==> config.mk <==
export PLATFORM = sky130hd
export DESIGN_NAME = heater_thermostat_fsm_core
export DESIGN_NICKNAME = d
export VERILOG_FILES = /design/src/rtl/core/hts_pkg.sv /design/src/rtl/core/heater_thermostat_fsm_core.sv /design/src/rtl/core/hts_in_reg.sv /design/src/rtl/core/hts_step.sv
export SDC_FILE = /design/constraint.sdc
export NUM_CORES = 1
export LEC_CHECK = 0
export BUFFER_PORTS_ARGS = -buffer_cell sky130_fd_sc_hd__buf_2
export CAP_MARGIN = 20
export CORE_MARGIN = 4
export CORE_UTILIZATION = 55
export DETAILED_ROUTE_END_ITERATION = 8
export PLACE_DENSITY = 0.77
export SLEW_MARGIN = 20
export SYNTH_ARGS = -nofsm -noshare
export SYNTH_HDL_FRONTEND = slang
export SYNTH_SLANG_ARGS = --single-unit
==> constraint.sdc <==
create_clock -name i_clk -period 8.55 [get_ports i_clk]
set_clock_uncertainty 0.1 [all_clocks]
set_input_delay 0.855 -clock i_clk [delete_from_list [all_inputs] [get_ports i_clk]]
set_output_delay 0.855 -clock i_clk [all_outputs]
set_load 0.02 [all_outputs]
==> src/rtl/core/hts_pkg.sv <==
package hts_pkg;

    // Mode codes
    localparam logic [2:0] MODE_IDLE   = 3'd0;
    localparam logic [2:0] MODE_HEAT   = 3'd1;
    localparam logic [2:0] MODE_STAB   = 3'd2;
    localparam logic [2:0] MODE_TARGET = 3'd3;
    localparam logic [2:0] MODE_OVER   = 3'd4;

    // Config register indexes
    localparam logic [2:0] REG_COLD_BELOW     = 3'd0;
    localparam logic [2:0] REG_BAND_LOW       = 3'd1;
    localparam logic [2:0] REG_BAND_HIGH      = 3'd2;
    localparam logic [2:0] REG_OVERHEAT_ABOVE = 3'd3;
    localparam logic [2:0] REG_COOL_BELOW     = 3'd4;
    localparam logic [2:0] REG_HOLD_MS        = 3'd5;
    localparam logic [2:0] REG_BLINK_HALF_MS  = 3'd6;

    // Reset values of the thresholds (raw codes, 4095 = 50 deg)
    localparam logic [11:0] RST_COLD_BELOW     = 12'd1638;
    localparam logic [11:0] RST_BAND_LOW       = 12'd1843;
    localparam logic [11:0] RST_BAND_HIGH      = 12'd1924;
    localparam logic [11:0] RST_OVERHEAT_ABOVE = 12'd2293;
    localparam logic [11:0] RST_COOL_BELOW     = 12'd1884;
    localparam logic [15:0] RST_HOLD_MS        = 16'd5000;
    localparam logic [15:0] RST_BLINK_HALF_MS  = 16'd250;

    typedef struct packed {
        logic [11:0] cold_below;
        logic [11:0] band_low;
        logic [11:0] band_high;
        logic [11:0] overheat_above;
        logic [11:0] cool_below;
        logic [15:0] hold_ms;
        logic [15:0] blink_half_ms;
    } t_cfg;

    typedef struct packed {
        logic [2:0]  mode;
        logic        hold_running;
        logic [15:0] hold_elapsed;
        logic [15:0] blink_elapsed;
        logic        blink_level;
    } t_state;

    typedef struct packed {
        logic [11:0] temp_code;
        logic [15:0] elapsed_ms;
    } t_item;

    typedef struct packed {
        logic [2:0] mode;
        logic       heater_on;
        logic       led_on;
        logic       buzzer_on;
        logic       mode_changed;
    } t_result;

    // Saturating 16-bit add
    function automatic logic [15:0] sat_add16(input logic [15:0] a, input logic [15:0] b);
        logic [16:0] s;
        begin
            s = {1'b0, a} + {1'b0, b};
            sat_add16 = s[16] ? 16'hFFFF : s[15:0];
        end
    endfunction

endpackage

==> src/rtl/core/heater_thermostat_fsm_core.sv <==
// Heater thermostat core. Each input transaction carries one raw 12-bit
// temperature code (0..4095 spans 0..50 deg) and the milliseconds since the
// previous transaction; each produces exactly one output transaction with
// the mode after that sample (0 idle, 1 heating, 2 stabilizing, 3 target
// reached, 4 overheat), heater, LED and buzzer drives, and a mode-changed
// flag. Target is reached only after the sample stays in band for longer
// than hold_ms; the hold timer restarts on each entry to stabilizing. In
// overheat the LED toggles each time more than blink_half_ms has built up.
// Both timers saturate at 65535. A transaction accepted into the input
// register is stepped into the result register, which also updates the
// machine state, once that register is empty or being drained. Throughput
// is one transaction per cycle while the result side does not stall,
// limited only by the single next-state step between those registers. The
// input side keeps accepting while a result waits, up to one item held in
// the input register. Thresholds are written through
// i_cfg_we/i_cfg_index/i_cfg_data (indexes 0..6 as listed in the package,
// others ignored); the user must write them only while the block is idle,
// which the block itself does not enforce. They reset to the nominal 20.0 /
// 22.5 / 23.5 / 28.0 / 23.0 deg codes, 5000 ms and 250 ms.
module heater_thermostat_fsm_core (
    input  logic        i_clk,
    input  logic        i_rst_n,
    // config write port
    input  logic        i_cfg_we,
    input  logic [2:0]  i_cfg_index,
    input  logic [15:0] i_cfg_data,
    // sample channel
    input  logic        i_in_valid,
    output logic        o_in_ready,
    input  logic [11:0] i_temp_code,
    input  logic [15:0] i_elapsed_ms,
    // result channel
    output logic        o_out_valid,
    input  logic        i_out_ready,
    output logic [2:0]  o_mode,
    output logic        o_heater_on,
    output logic        o_led_on,
    output logic        o_buzzer_on,
    output logic        o_mode_changed
);

    hts_pkg::t_cfg    r_cfg;
    hts_pkg::t_state  r_state;
    hts_pkg::t_state  n_state;
    hts_pkg::t_result r_result;
    hts_pkg::t_result n_result;
    hts_pkg::t_item   w_item;
    logic             w_item_valid;
    logic             w_take;
    logic             r_out_valid;

    // Config registers
    always_ff @(posedge i_clk) begin
        if (!i_rst_n) begin
            r_cfg.cold_below     <= hts_pkg::RST_COLD_BELOW;
            r_cfg.band_low       <= hts_pkg::RST_BAND_LOW;
            r_cfg.band_high      <= hts_pkg::RST_BAND_HIGH;
            r_cfg.overheat_above <= hts_pkg::RST_OVERHEAT_ABOVE;
            r_cfg.cool_below     <= hts_pkg::RST_COOL_BELOW;
            r_cfg.hold_ms        <= hts_pkg::RST_HOLD_MS;
            r_cfg.blink_half_ms  <= hts_pkg::RST_BLINK_HALF_MS;
        end else if (i_cfg_we) begin
            unique case (i_cfg_index)
                hts_pkg::REG_COLD_BELOW:     r_cfg.cold_below     <= i_cfg_data[11:0];
                hts_pkg::REG_BAND_LOW:       r_cfg.band_low       <= i_cfg_data[11:0];
                hts_pkg::REG_BAND_HIGH:      r_cfg.band_high      <= i_cfg_data[11:0];
                hts_pkg::REG_OVERHEAT_ABOVE: r_cfg.overheat_above <= i_cfg_data[11:0];
                hts_pkg::REG_COOL_BELOW:     r_cfg.cool_below     <= i_cfg_data[11:0];
                hts_pkg::REG_HOLD_MS:        r_cfg.hold_ms        <= i_cfg_data;
                hts_pkg::REG_BLINK_HALF_MS:  r_cfg.blink_half_ms  <= i_cfg_data;
                default: ;
            endcase
        end
    end

    // Stage 1: sample register
    hts_in_reg u_in_reg (
        .i_clk        (i_clk),
        .i_rst_n      (i_rst_n),
        .i_in_valid   (i_in_valid),
        .o_in_ready   (o_in_ready),
        .i_temp_code  (i_temp_code),
        .i_elapsed_ms (i_elapsed_ms),
        .i_take       (w_take),
        .o_valid      (w_item_valid),
        .o_item       (w_item)
    );

    // Stage 2 advances when the result register is empty or being drained
    assign w_take = w_item_valid && (!r_out_valid || i_out_ready);

    hts_step u_step (
        .i_cfg    (r_cfg),
        .i_state  (r_state),
        .i_item   (w_item),
        .o_state  (n_state),
        .o_result (n_result)
    );

    // Machine state commits together with the result
    always_ff @(posedge i_clk) begin
        if (!i_rst_n) begin
            r_state.mode          <= hts_pkg::MODE_IDLE;
            r_state.hold_running  <= 1'b0;
            r_state.hold_elapsed  <= 16'd0;
            r_state.blink_elapsed <= 16'd0;
            r_state.blink_level   <= 1'b0;
        end else if (w_take) begin
            r_state <= n_state;
        end
    end

    always_ff @(posedge i_clk) begin
        if (!i_rst_n) begin
            r_out_valid <= 1'b0;
        end else if (w_take) begin
            r_out_valid <= 1'b1;
        end else if (i_out_ready) begin
            r_out_valid <= 1'b0;
        end
    end

    always_ff @(posedge i_clk) begin
        if (w_take) begin
            r_result <= n_result;
        end
    end

    assign o_out_valid    = r_out_valid;
    assign o_mode         = r_result.mode;
    assign o_heater_on    = r_result.heater_on;
    assign o_led_on       = r_result.led_on;
    assign o_buzzer_on    = r_result.buzzer_on;
    assign o_mode_changed = r_result.mode_changed;

    // Hold timer only lives in stabilizing
    a_hold_in_stab: assert property (@(posedge i_clk) disable iff (!i_rst_n)
        r_state.hold_running |-> (r_state.mode == hts_pkg::MODE_STAB))
        else $error("hold timer running outside stabilizing");

    a_hold_cleared: assert property (@(posedge i_clk) disable iff (!i_rst_n)
        !r_state.hold_running |-> (r_state.hold_elapsed == 16'd0))
        else $error("hold timer not cleared when stopped");

    // Blink level only set in overheat
    a_blink_in_over: assert property (@(posedge i_clk) disable iff (!i_rst_n)
        r_state.blink_level |-> (r_state.mode == hts_pkg::MODE_OVER))
        else $error("blink level set outside overheat");

    // A stalled result must not be overwritten
    a_no_overwrite: assert property (@(posedge i_clk) disable iff (!i_rst_n)
        (r_out_valid && !i_out_ready) |-> !w_take)
        else $error("result register overwritten while stalled");

    // Result register mode tracks the committed state
    a_result_mode: assert property (@(posedge i_clk) disable iff (!i_rst_n)
        w_take |=> (r_result.mode == r_state.mode))
        else $error("result mode disagrees with state");

endmodule

==> src/rtl/core/hts_in_reg.sv <==
// Input register: holds one transaction until the step logic consumes it.
module hts_in_reg (
    input  logic            i_clk,
    input  logic            i_rst_n,
    input  logic            i_in_valid,
    output logic            o_in_ready,
    input  logic [11:0]     i_temp_code,
    input  logic [15:0]     i_elapsed_ms,
    input  logic            i_take,
    output logic            o_valid,
    output hts_pkg::t_item  o_item
);

    logic           r_valid;
    hts_pkg::t_item r_item;
    logic           w_load;

    assign o_in_ready = !r_valid || i_take;
    assign w_load     = i_in_valid && o_in_ready;

    always_ff @(posedge i_clk) begin
        if (!i_rst_n) begin
            r_valid <= 1'b0;
        end else if (w_load) begin
            r_valid <= 1'b1;
        end else if (i_take) begin
            r_valid <= 1'b0;
        end
    end

    always_ff @(posedge i_clk) begin
        if (w_load) begin
            r_item.temp_code  <= i_temp_code;
            r_item.elapsed_ms <= i_elapsed_ms;
        end
    end

    assign o_valid = r_valid;
    assign o_item  = r_item;

endmodule

==> src/rtl/core/hts_step.sv <==
// Next-state and output logic for one sample.
module hts_step (
    input  hts_pkg::t_cfg    i_cfg,
    input  hts_pkg::t_state  i_state,
    input  hts_pkg::t_item   i_item,
    output hts_pkg::t_state  o_state,
    output hts_pkg::t_result o_result
);

    logic [11:0] w_t;
    logic [15:0] w_dt;
    logic        w_cold, w_hot, w_in_band;
    logic [15:0] w_hold;
    logic [15:0] w_blink;
    logic [2:0]  w_nxt;
    logic        w_stay_stab;
    logic        w_toggle;

    assign w_t       = i_item.temp_code;
    assign w_dt      = i_item.elapsed_ms;
    assign w_cold    = w_t < i_cfg.cold_below;
    assign w_hot     = w_t > i_cfg.overheat_above;
    assign w_in_band = (w_t >= i_cfg.band_low) && (w_t <= i_cfg.band_high);

    // Hold timer restarts at zero on the first in-band sample
    assign w_hold = i_state.hold_running ?
                    hts_pkg::sat_add16(i_state.hold_elapsed, w_dt) : 16'd0;

    always_comb begin
        w_nxt = i_state.mode;
        unique case (i_state.mode)
            hts_pkg::MODE_HEAT: begin
                if (w_t >= i_cfg.band_low) w_nxt = hts_pkg::MODE_STAB;
                else if (w_hot)            w_nxt = hts_pkg::MODE_OVER;
            end
            hts_pkg::MODE_STAB: begin
                if (w_in_band) begin
                    if (w_hold > i_cfg.hold_ms) w_nxt = hts_pkg::MODE_TARGET;
                end else if (w_cold) begin
                    w_nxt = hts_pkg::MODE_HEAT;
                end else if (w_hot) begin
                    w_nxt = hts_pkg::MODE_OVER;
                end
            end
            hts_pkg::MODE_TARGET: begin
                if (w_t < i_cfg.band_low) w_nxt = hts_pkg::MODE_HEAT;
                else if (w_hot)           w_nxt = hts_pkg::MODE_OVER;
            end
            hts_pkg::MODE_OVER: begin
                if (w_t < i_cfg.cool_below) w_nxt = hts_pkg::MODE_IDLE;
            end
            default: begin
                // idle, and any stray code
                if (w_cold)     w_nxt = hts_pkg::MODE_HEAT;
                else if (w_hot) w_nxt = hts_pkg::MODE_OVER;
            end
        endcase
    end

    assign w_stay_stab = (i_state.mode == hts_pkg::MODE_STAB) &&
                         (w_nxt == hts_pkg::MODE_STAB);

    assign w_blink  = hts_pkg::sat_add16(i_state.blink_elapsed, w_dt);
    assign w_toggle = (w_nxt == hts_pkg::MODE_OVER) && (w_blink > i_cfg.blink_half_ms);

    always_comb begin
        o_state.mode          = w_nxt;
        o_state.hold_running  = w_stay_stab && w_in_band;
        o_state.hold_elapsed  = (w_stay_stab && w_in_band) ? w_hold : 16'd0;
        o_state.blink_elapsed = w_toggle ? 16'd0 : w_blink;
        if (w_nxt == hts_pkg::MODE_OVER) begin
            o_state.blink_level = i_state.blink_level ^ w_toggle;
        end else begin
            o_state.blink_level = 1'b0;
        end
    end

    always_comb begin
        o_result.mode         = w_nxt;
        o_result.heater_on    = (w_nxt == hts_pkg::MODE_HEAT) ||
                                (w_nxt == hts_pkg::MODE_STAB);
        o_result.led_on       = (w_nxt == hts_pkg::MODE_OVER) ? o_state.blink_level :
                                (w_nxt == hts_pkg::MODE_TARGET);
        o_result.buzzer_on    = (w_nxt == hts_pkg::MODE_OVER);
        o_result.mode_changed = (w_nxt != i_state.mode);
    end

endmodule

==> impl_metrics.yaml <==
global_route:
  grt_pass1_vias: 7910
  antenna_found_initial: 0
  grt_first_pass_wirelength_um: 40610
  grt.overflow.total: 0
  grt_max_degree: 60
  combined_global_route_utilization_of_all_metal_layers: 0.2575
drt:
  detail_route.wirelength_um: 25220
  antenna_violating_nets_post_route: 0
  wl_per_cell_um: 17.92
  drtIter0Drc: 632
  drt_drc_violations_left: 0
  via_per_inst: 5.876
  dr.pass1.iters: 5
  detailroute.via_count: 8267
logic_synthesis:
  synthesized_cell_area_sq_um: 9709
  ys_ff_latch: 166
  synth_enable_flop_cells: 35
  synth_async_sr_flop_share: 0
  synth_top_cells_by_area: "sky130_fd_sc_hd__dfxtp_1 (27%), sky130_fd_sc_hd__ha_1 (16%), sky130_fd_sc_hd__edfxtp_1 (11%), sky130_fd_sc_hd__nand2_1 (7.6%), sky130_fd_sc_hd__a21oi_1 (5.4%)"
  synth_seq_area_share: 0.3784
  synthTopCellsByCount: "sky130_fd_sc_hd__nand2_1 (197), sky130_fd_sc_hd__dfxtp_1 (131), sky130_fd_sc_hd__ha_1 (122)"
  synth_largest_area_cell: "sky130_fd_sc_hd__dfxtp_1"
  prevailing_post_synth_register_cell: "sky130_fd_sc_hd__dfxtp_1"
  synth.lib_cells_used.distinct: 59
  yosys_warnings: 0
  synthMostInstantiatedCell: "sky130_fd_sc_hd__nand2_1"
  yosys.area.top_type_share: 0.2701
  synth_nets: 1296
  gate_count_of_the_mapped_netlist: 1120
  syn_area_per_cell_sq_um: 8.669
sta:
  timing.final.hold_violations: 0
  report.final.slew_viol_count: 0
  maxSlewHeadroom: 0.3318
  tightestPinTransition_ns: 1.002
  grt_setup_unrepaired: "no"
  max_clock_freq_ghz: 0.1751
  timing.final.crit_period_ns: 5.710
  final_min_period_over_clock_period: 0.6679
  fin_setup_tns_ns: 0
  postLayoutSetupSlackWorst_ns: 2.840
  number_of_endpoints_failing_setup_at_the_final_stage: 0
cts:
  cts_tree: "built"
  cts.repair.resized: 0
  tritoncts_num_sinks: 166
  clock_insertion_delay_worst_skew_ns: 0.44
  cts_hold_repair.buffers: 0
  clock_tree.root_cell: "sky130_fd_sc_hd__clkbuf_16"
  cts.clk_slew.worst_paths_ns: 0.07
  postCtsSetupRepairBufs: 0
  cts_max_level: 4
  tritoncts.num_buffers: 17
  maximum_count_of_clock_buffers_along_a_single_path: 2
min_path:
  worst_hold_path_type: "register to register"
finish:
  finished_layout_cells: 1407
  filler_cell_count: 1459
  final_nets: 1345
  diodes: 0
  synthToLayoutAreaGrowth_pct: 11.24
  final_util: 0.6244
  layout_cells_sized_above_1: 0.1007
run:
  drv_cap: 0
power:
  total_leakage_power_nw: 4.684
  irDropWorstVdd_mv: 0.1593
  power_per_cell_area_nw_per_um2: 182.4
placed_design:
  numPlacedInstances: 1375
  post-place-ws_ns: 2.956
  gp_congestion: 0.9359
  port_bufs: 60
  hpwlAfterDp_um: 18400
setup_path:
  worst-endpoint-required_ns: 8.80
  worst_setup_path_end_kind: "register"
  arrival_ns: 5.96
  crit_path_start_kind: "register"
  worst-path-max-fanout: 17
  critical_path_class: "register to register"
status:
  run_status: "finished clean"
floorplan:
  floorplan.rows: 48
  ios: 61
  die_height_um: 140.9
  std_cell_core_area_sq_um: 17300
  initial_core_util: 0.5613
  die_x_um: 140.9
  design.die.area_sq_um: 19840
==> cells by family (layout without fill, tap and decap cells) <==
group / count (synthesis) / after routing / share of synthesized area
DFF: 166 / 166 / 0.3784
AOI/OAI and AO/OA: 298 / 298 / 0.2092
xor gates and xnor gates: 24 / 24 / 0.02165
and+or+nand+nor: 365 / 365 / 0.1715
muxes: 1 / 1 / 0.001031
buffers and inverters: 142 / 204 / 0.05696
adders and majority gates: 124 / 124 / 0.1613
==> flip-flops by register name, summed over array words and instances (netlist names) <==
name	count
r_cfg	92
r_state	37
u_in_reg.o_item	28
o_mode	3
o_buzzer_on	1
o_heater_on	1
o_led_on	1
o_mode_changed	1
o_out_valid	1
u_in_reg.o_valid	1
==> cells in the final DEF (no fill, tap or decap), drive strengths merged, types with 7 or more instances in the layout <==
cell type / Yosys / layout
nand2: 198 / 198
dfxtp: 131 / 131
ha: 122 / 122
inv: 105 / 112
a21oi: 105 / 105
buf: 7 / 67
o211ai: 47 / 47
o21ai: 47 / 47
nor2: 44 / 44
edfxtp: 35 / 35
nor2b: 28 / 28
nand3: 19 / 19
a22o: 19 / 19
nand4: 17 / 17
clkbuf: 30 / 17
nand2b: 16 / 16
a21o: 16 / 16
xnor2: 16 / 16
nor3: 14 / 14
o21a: 13 / 13
a211oi: 12 / 12
xor2: 8 / 8
and2: 7 / 7
==> per-stage QoR <==
stage	hold WS [ns]	total power, W	cell area (sq um)
after floorplan	0.3315	0.001102	9709
after global placement	0.3387	0.001187	10190
after detailed placement	0.3452	0.001196	10200
after CTS	0.3553	0.001974	10790
after global routing	0.3750	0.002055	10800
final	0.3565	0.001970	10800
==> final timing paths <==
path	endpoint	slack [ns]	from	depth (start not counted)
setup / recovery	r_state[17]	2.84	u_in_reg.o_item[0]	20
hold reg to reg	r_cfg[80]	0.36	r_cfg[80]	2
hold / removal	r_cfg[80]	0.36	r_cfg[80]	2
setup reg to reg	r_state[17]	2.84	u_in_reg.o_item[0]	20
==> worst max-delay path, cell delays in order, from the launching register on <==
cell and delay [ns]:
sky130_fd_sc_hd__edfxtp_1 0.40, sky130_fd_sc_hd__ha_1 0.23, sky130_fd_sc_hd__fa_1 0.40, sky130_fd_sc_hd__a21o_1 0.20
sky130_fd_sc_hd__a221oi_1 0.44, sky130_fd_sc_hd__a211o_1 0.30, sky130_fd_sc_hd__a211oi_1 0.14, sky130_fd_sc_hd__o31ai_1 0.25
sky130_fd_sc_hd__nand2b_1 0.42, sky130_fd_sc_hd__nor2_1 0.25, sky130_fd_sc_hd__nor2b_1 0.08, sky130_fd_sc_hd__ha_1 0.29
sky130_fd_sc_hd__nor2b_1 0.13, sky130_fd_sc_hd__o21a_1 0.15, sky130_fd_sc_hd__o21ai_0 0.13, sky130_fd_sc_hd__a21oi_1 0.08
sky130_fd_sc_hd__o311ai_0 0.42, sky130_fd_sc_hd__and3_1 0.26, sky130_fd_sc_hd__and2_1 0.21, sky130_fd_sc_hd__nand3_1 0.36
sky130_fd_sc_hd__o21ai_0 0.34
==> report_power, final <==
part           internal (W)  switching [W]
Sequential         0.000834      0.0000242
Combinational      0.000128       0.000201
Clock              0.000437       0.000345
==> area by class of cell <==
class | instances | area, sq um | share of cell area
multi-input cells | 812 | 5508 | 0.5100
flip-flops and latches | 166 | 3674 | 0.3401
well taps | 225 | 281.5 | 0.02607
inverters | 105 | 394.1 | 0.03649
repair buffers | 67 | 352.8 | 0.03267
clock inverters | 15 | 165.2 | 0.01529
clock buffers | 17 | 425.4 | 0.03939
==> layer usage <==
| layer | wire length (um) | up-vias | GRT usage |
|---|---|---|---|
| met5 | 0 | - | 0 |
| met4 | 665 | 0 | 0.09638 |
| met3 | 1921 | 42 | 0.05258 |
| met2 | 10950 | 270 | 0.3891 |
| met1 | 11680 | 3904 | 0.3645 |
| li1 | - | 4051 | - |
No activity file was read; power rests on OpenSTA's default activity.
